$ cat config.mk
export PLATFORM = sky130hd
export DESIGN_NAME = gn3d_fade
export DESIGN_NICKNAME = d
export VERILOG_FILES = /design/src/rtl/gn3d_pkg.sv /design/src/rtl/gn3d_fade.sv
export SDC_FILE = /design/constraint.sdc
export NUM_CORES = 2
export LEC_CHECK = 0
export BUFFER_PORTS_ARGS = -buffer_cell sky130_fd_sc_hd__buf_2
export CORE_ASPECT_RATIO = 0.7
export CORE_MARGIN = 3
export CORE_UTILIZATION = 30
export DETAILED_ROUTE_END_ITERATION = 6
export REMOVE_ABC_BUFFERS = 1
export SYNTH_ARGS = -nofsm -noshare
export SYNTH_HDL_FRONTEND = slang
export SYNTH_SLANG_ARGS = --single-unit
$ cat constraint.sdc
create_clock -name clk -period 9.1 [get_ports clk]
set_input_delay 1.365 -clock clk [delete_from_list [all_inputs] [get_ports clk]]
set_output_delay 1.365 -clock clk [all_outputs]
set_load 0.01 [all_outputs]
$ cat src/rtl/gn3d_pkg.sv
// Package for the 3D gradient noise block: widths, permutation table, gradient rule.
// Depends on nothing; used by all files in rtl.
package gn3d_pkg;

	localparam int FRAC_BITS_DEF    = 16;
	localparam int LATTICE_BITS_DEF = 8;
	localparam int COORD_W          = 24;

	localparam logic [7:0] PERM_TBL [256] = '{
		8'd151,8'd160,8'd137,8'd91,8'd90,8'd15,8'd131,8'd13,8'd201,8'd95,8'd96,8'd53,8'd194,
		8'd233,8'd7,8'd225,8'd140,8'd36,8'd103,8'd30,8'd69,8'd142,8'd8,8'd99,8'd37,8'd240,
		8'd21,8'd10,8'd23,8'd190,8'd6,8'd148,8'd247,8'd120,8'd234,8'd75,8'd0,8'd26,8'd197,
		8'd62,8'd94,8'd252,8'd219,8'd203,8'd117,8'd35,8'd11,8'd32,8'd57,8'd177,8'd33,8'd88,
		8'd237,8'd149,8'd56,8'd87,8'd174,8'd20,8'd125,8'd136,8'd171,8'd168,8'd68,8'd175,
		8'd74,8'd165,8'd71,8'd134,8'd139,8'd48,8'd27,8'd166,8'd77,8'd146,8'd158,8'd231,
		8'd83,8'd111,8'd229,8'd122,8'd60,8'd211,8'd133,8'd230,8'd220,8'd105,8'd92,8'd41,
		8'd55,8'd46,8'd245,8'd40,8'd244,8'd102,8'd143,8'd54,8'd65,8'd25,8'd63,8'd161,8'd1,
		8'd216,8'd80,8'd73,8'd209,8'd76,8'd132,8'd187,8'd208,8'd89,8'd18,8'd169,8'd200,
		8'd196,8'd135,8'd130,8'd116,8'd188,8'd159,8'd86,8'd164,8'd100,8'd109,8'd198,8'd173,
		8'd186,8'd3,8'd64,8'd52,8'd217,8'd226,8'd250,8'd124,8'd123,8'd5,8'd202,8'd38,8'd147,
		8'd118,8'd126,8'd255,8'd82,8'd85,8'd212,8'd207,8'd206,8'd59,8'd227,8'd47,8'd16,
		8'd58,8'd17,8'd182,8'd189,8'd28,8'd42,8'd223,8'd183,8'd170,8'd213,8'd119,8'd248,
		8'd152,8'd2,8'd44,8'd154,8'd163,8'd70,8'd221,8'd153,8'd101,8'd155,8'd167,8'd43,
		8'd172,8'd9,8'd129,8'd22,8'd39,8'd253,8'd19,8'd98,8'd108,8'd110,8'd79,8'd113,
		8'd224,8'd232,8'd178,8'd185,8'd112,8'd104,8'd218,8'd246,8'd97,8'd228,8'd251,8'd34,
		8'd242,8'd193,8'd238,8'd210,8'd144,8'd12,8'd191,8'd179,8'd162,8'd241,8'd81,8'd51,
		8'd145,8'd235,8'd249,8'd14,8'd239,8'd107,8'd49,8'd192,8'd214,8'd31,8'd181,8'd199,
		8'd106,8'd157,8'd184,8'd84,8'd204,8'd176,8'd115,8'd121,8'd50,8'd45,8'd127,8'd4,
		8'd150,8'd254,8'd138,8'd236,8'd205,8'd93,8'd222,8'd114,8'd67,8'd29,8'd24,8'd72,
		8'd243,8'd141,8'd128,8'd195,8'd78,8'd66,8'd215,8'd61,8'd156,8'd180
	};

	localparam logic [3:0] H_SWAP_A = 4'd12;
	localparam logic [3:0] H_SWAP_B = 4'd14;

	function automatic logic [7:0] perm(input logic [7:0] i);
		perm = PERM_TBL[i];
	endfunction

	// Gradient dot product on offsets of width W (signed, W bits), result W+1 bits.
	function automatic logic signed [31:0] grad(input logic [3:0] h,
		input logic signed [31:0] x, input logic signed [31:0] y,
		input logic signed [31:0] z);
		logic signed [31:0] u;
		logic signed [31:0] v;
		u = (h < 4'd8) ? x : y;
		v = (h < 4'd4) ? y : ((h == H_SWAP_A || h == H_SWAP_B) ? x : z);
		grad = (h[0] ? -u : u) + (h[1] ? -v : v);
	endfunction

endpackage

$ cat src/rtl/gn3d_fade.sv
// Pipelined quintic fade 6t^5-15t^4+10t^3, three register stages.
// Depends on gn3d_pkg for the default of FRAC_BITS.
module gn3d_fade #(
	parameter int FRAC_BITS = gn3d_pkg::FRAC_BITS_DEF
) (
	input  logic                 clk,
	input  logic                 en,
	input  logic [FRAC_BITS-1:0] t,
	output logic [FRAC_BITS:0]   fade
);
	import gn3d_pkg::*;

	localparam int W = FRAC_BITS + 5;
	localparam logic signed [W-1:0] ONE = W'(1) <<< FRAC_BITS;

	logic signed [W-1:0] t_s1, t2_s1, a_s1;
	logic signed [W-1:0] t3_s2, b_s2;
	logic signed [W-1:0] f_s3;
	logic signed [2*W-1:0] p_t2, p_t3, p_b, p_f;
	logic signed [W-1:0] t_in;

	assign t_in = W'({1'b0, t});
	assign p_t2 = t_in * t_in;
	assign p_t3 = t2_s1 * t_s1;
	assign p_b  = t_s1 * a_s1;
	assign p_f  = t3_s2 * b_s2;

	always_ff @(posedge clk) begin
		if (en) begin
			t_s1  <= t_in;
			t2_s1 <= W'(p_t2 >>> FRAC_BITS);
			a_s1  <= W'(t_in * 6) - W'(ONE * 15);
			t3_s2 <= W'(p_t3 >>> FRAC_BITS);
			b_s2  <= W'(p_b >>> FRAC_BITS) + W'(ONE * 10);
			f_s3  <= W'(p_f >>> FRAC_BITS);
		end
	end

	assign fade = f_s3[FRAC_BITS:0];
endmodule

==> out/results.ini <==
[grt]
grt_pass1_vias=29678
grt_usage_pct=15.0
gr-total-overflow=0
antenna_found_initial=5
grt_max_degree=66
grt_pass1_wl_um=166000

[logic_synthesis]
synthArstFlopShare_pct=0
ys_ff_latch=104
synth_edf_count=104
synth_common_cells=1205 x inv_1, 930 x fa_1, 587 x nand2_1
synth_warnings=0
synth_area_leaders=fa_1 46%, ha_1 14%, inv_1 11%, edfxtp_1 7.7%, and2_1 5.9%
synth_area_per_cell_um2=9.35
synth.most_common_cell=inv_1
syn_area_um2=40600
synth_ff_type=edfxtp_1
synth_top_area_share_pct=45.9
syn_inst=4337
synth_seq_area_share_pct=7.70
synth.distinct_cells=77
yosys.area.top_type=fa_1

[die]
coreArea_um2=134000
io_pins=35
die_x_um=446
placementRows=112
die_h_um=314
dieArea_um2=140000
initial_core_util_pct=30.3

[place]
gp_congestion=0.880
io_buffers=34
hpwl_um=82700

[clocking]
cts_buffers=9
cts_hold_buf=0
clk_pin_slew_worst_paths_ps=90
cts.sinks=104
cts_tree=yes
h-tree-depth=3
cts_resized=0
cts_setup_buffers=0
clock_latency_ps=430
clk_path_buf_depth=2
root_buffer=clkbuf_16

[sta]
max_clock_freq_ghz=0.130
slew_headroom_pct=22.0
setup_violations=0
tns_ps=0
hold_viol_final=0
slew_viol_final=0
rsz0062_at_grt=false
tightest_slew_ps=1170
fin_crit_ps=7670
fin_crit_sh_pct=84.3
skew_ps=19.2

[routing]
vias=27284
drc=0
viasPerCell=4.52
detail_route.iter0.violations=1678
totalWireLength_um=101000
ant_nets=0
first_pass_iters=5
routedWlPerCell_um=16.7

[cells_and_area]
nFillCells=13852
syn_to_final_growth_pct=6.00
nets=5660
n_antenna_cell=0
drive_gt1_share_pct=2.79

[worst_setup_path]
start_kind=flip-flop
max_stage_delay_ps=910
cp.required_ps=9260
path_cells=buf_4, and2_1, fa_1, inv_1, fa_1, fa_1, inv_1, fa_1, fa_1, inv_1, fa_1, inv_1, ha_1, a21o_1, a21o_1, a21o_1, a221o_1, a21o_2, or3_4, and2_2, ha_1, xor2_1, xnor2_1
r2r_setup_slack_ps=1430
cpMostUsedCell=fa_1
worst-setup-path-type=reg -> reg
crit_path_end_kind=flip-flop
path_max_fanout=19
crit_arrival_ps=7840
slowest_stage=edfxtp_1

[outcome]
status=complete, no violations

[job]
maxCapViolCount=0

[worst_hold_path]
min_path_type=in -> reg

-- through the flow --
stage | instances | utilization (%) | setup slack [ps] | hold WS, ps | area, um2
2_1_floorplan | 4180 | - | 2080 | 1240 | 40000
4_1_cts | 6038 | 32.2 | 1410 | 1280 | 43000
3_3_place_gp | 6022 | 31.9 | 1010 | 1560 | 42700
6_report | 6038 | 32.2 | 1430 | 1320 | 43000
3_5_place_dp | 6022 | 31.9 | 974 | 1570 | 42700
5_1_grt | 6038 | 32.2 | 1120 | 1300 | 43000
-- logic make-up after synthesis --
family          after synthesis  share of synthesized area (%)
fa+ha+maj                  1376                           59.7
compound gates              209                           3.58
simple gates               1171                           14.0
xor+xnor                    109                           2.37
mux                           3                         0.0802
flops                       104                           7.70
buf+inv                    1365                           12.7
-- worst max-delay path, delay by kind of cell, from the launching register on --
| family | cells | cell delay, ps |
|---|---|---|
| xor+xnor | 2 | 280 |
| buf+inv | 5 | 710 |
| flops | 1 | 910 |
| compound gates | 5 | 1220 |
| simple gates | 3 | 840 |
| fa+ha+maj | 8 | 3450 |
-- registers in the layout, summed over array words and instances (netlist names) --
name	flops
f_s3	17
b_s2	21
t_s1	16
t2_s1	16
a_s1	18
t3_s2	16
-- cell usage in the layout, fill, tap and decap left out, types with 4 or more instances in the layout --
cell,Yosys,layout
o21a_1,15,15
o211ai_1,4,4
o21ai_0,15,15
nand3b_1,5,5
fa_1,930,930
nand4_1,11,11
a21oi_1,56,56
nand2b_1,13,13
nand3_1,19,19
nor2b_1,11,11
xnor2_1,72,72
nand2_1,587,587
and3_1,7,7
a221o_1,4,4
o21ai_1,14,14
o31ai_1,5,5
a21o_1,35,35
buf_2,0,33
nor3_1,22,22
ha_1,446,446
o21bai_1,10,10
buf_4,0,41
nand4b_1,4,4
or2_2,7,7
and2_1,385,385
or3_1,6,6
inv_1,1205,1205
clkbuf_16,0,9
nor2_1,77,77
edfxtp_1,104,104
xor2_1,36,36
-- final cells by class --
cell class,count,area (um2),share of cell area (%)
flip-flops and latches,104,3120,7.26
multi-input cells,2868,32300,75.1
well taps,1767,2210,5.14
inverters,1208,4530,10.5
clock inverters,7,103,0.239
clock buffers,9,225,0.524
repair buffers,75,493,1.15
-- worst paths after layout --
kind	endpoint	cells past startpoint	startpoint
setup / recovery	b_s2[19]$_DFFE_PP_	23	t_s1[3]$_DFFE_PP_
hold / removal	t_s1[8]$_DFFE_PP_	1	t[8]
setup reg to reg	b_s2[19]$_DFFE_PP_	23	t_s1[3]$_DFFE_PP_
hold reg to reg	f_s3[16]$_DFFE_PP_	5	b_s2[19]$_DFFE_PP_
-- per-layer routing --
| layer | track usage [%] | vias to the layer above | part of all wire (%) |
|---|---|---|---|
| li1 | - | 12498 | - |
| met1 | 22.9 | 13833 | 49 |
| met2 | 21.3 | 874 | 40 |
| met3 | 4.16 | 73 | 9.5 |
| met4 | 2.32 | 6 | 1.1 |
| met5 | 0 | - | 0.041 |
Power is not shown: default switching activity piles up to over one toggle a cycle in this logic, so the estimate is an artifact.
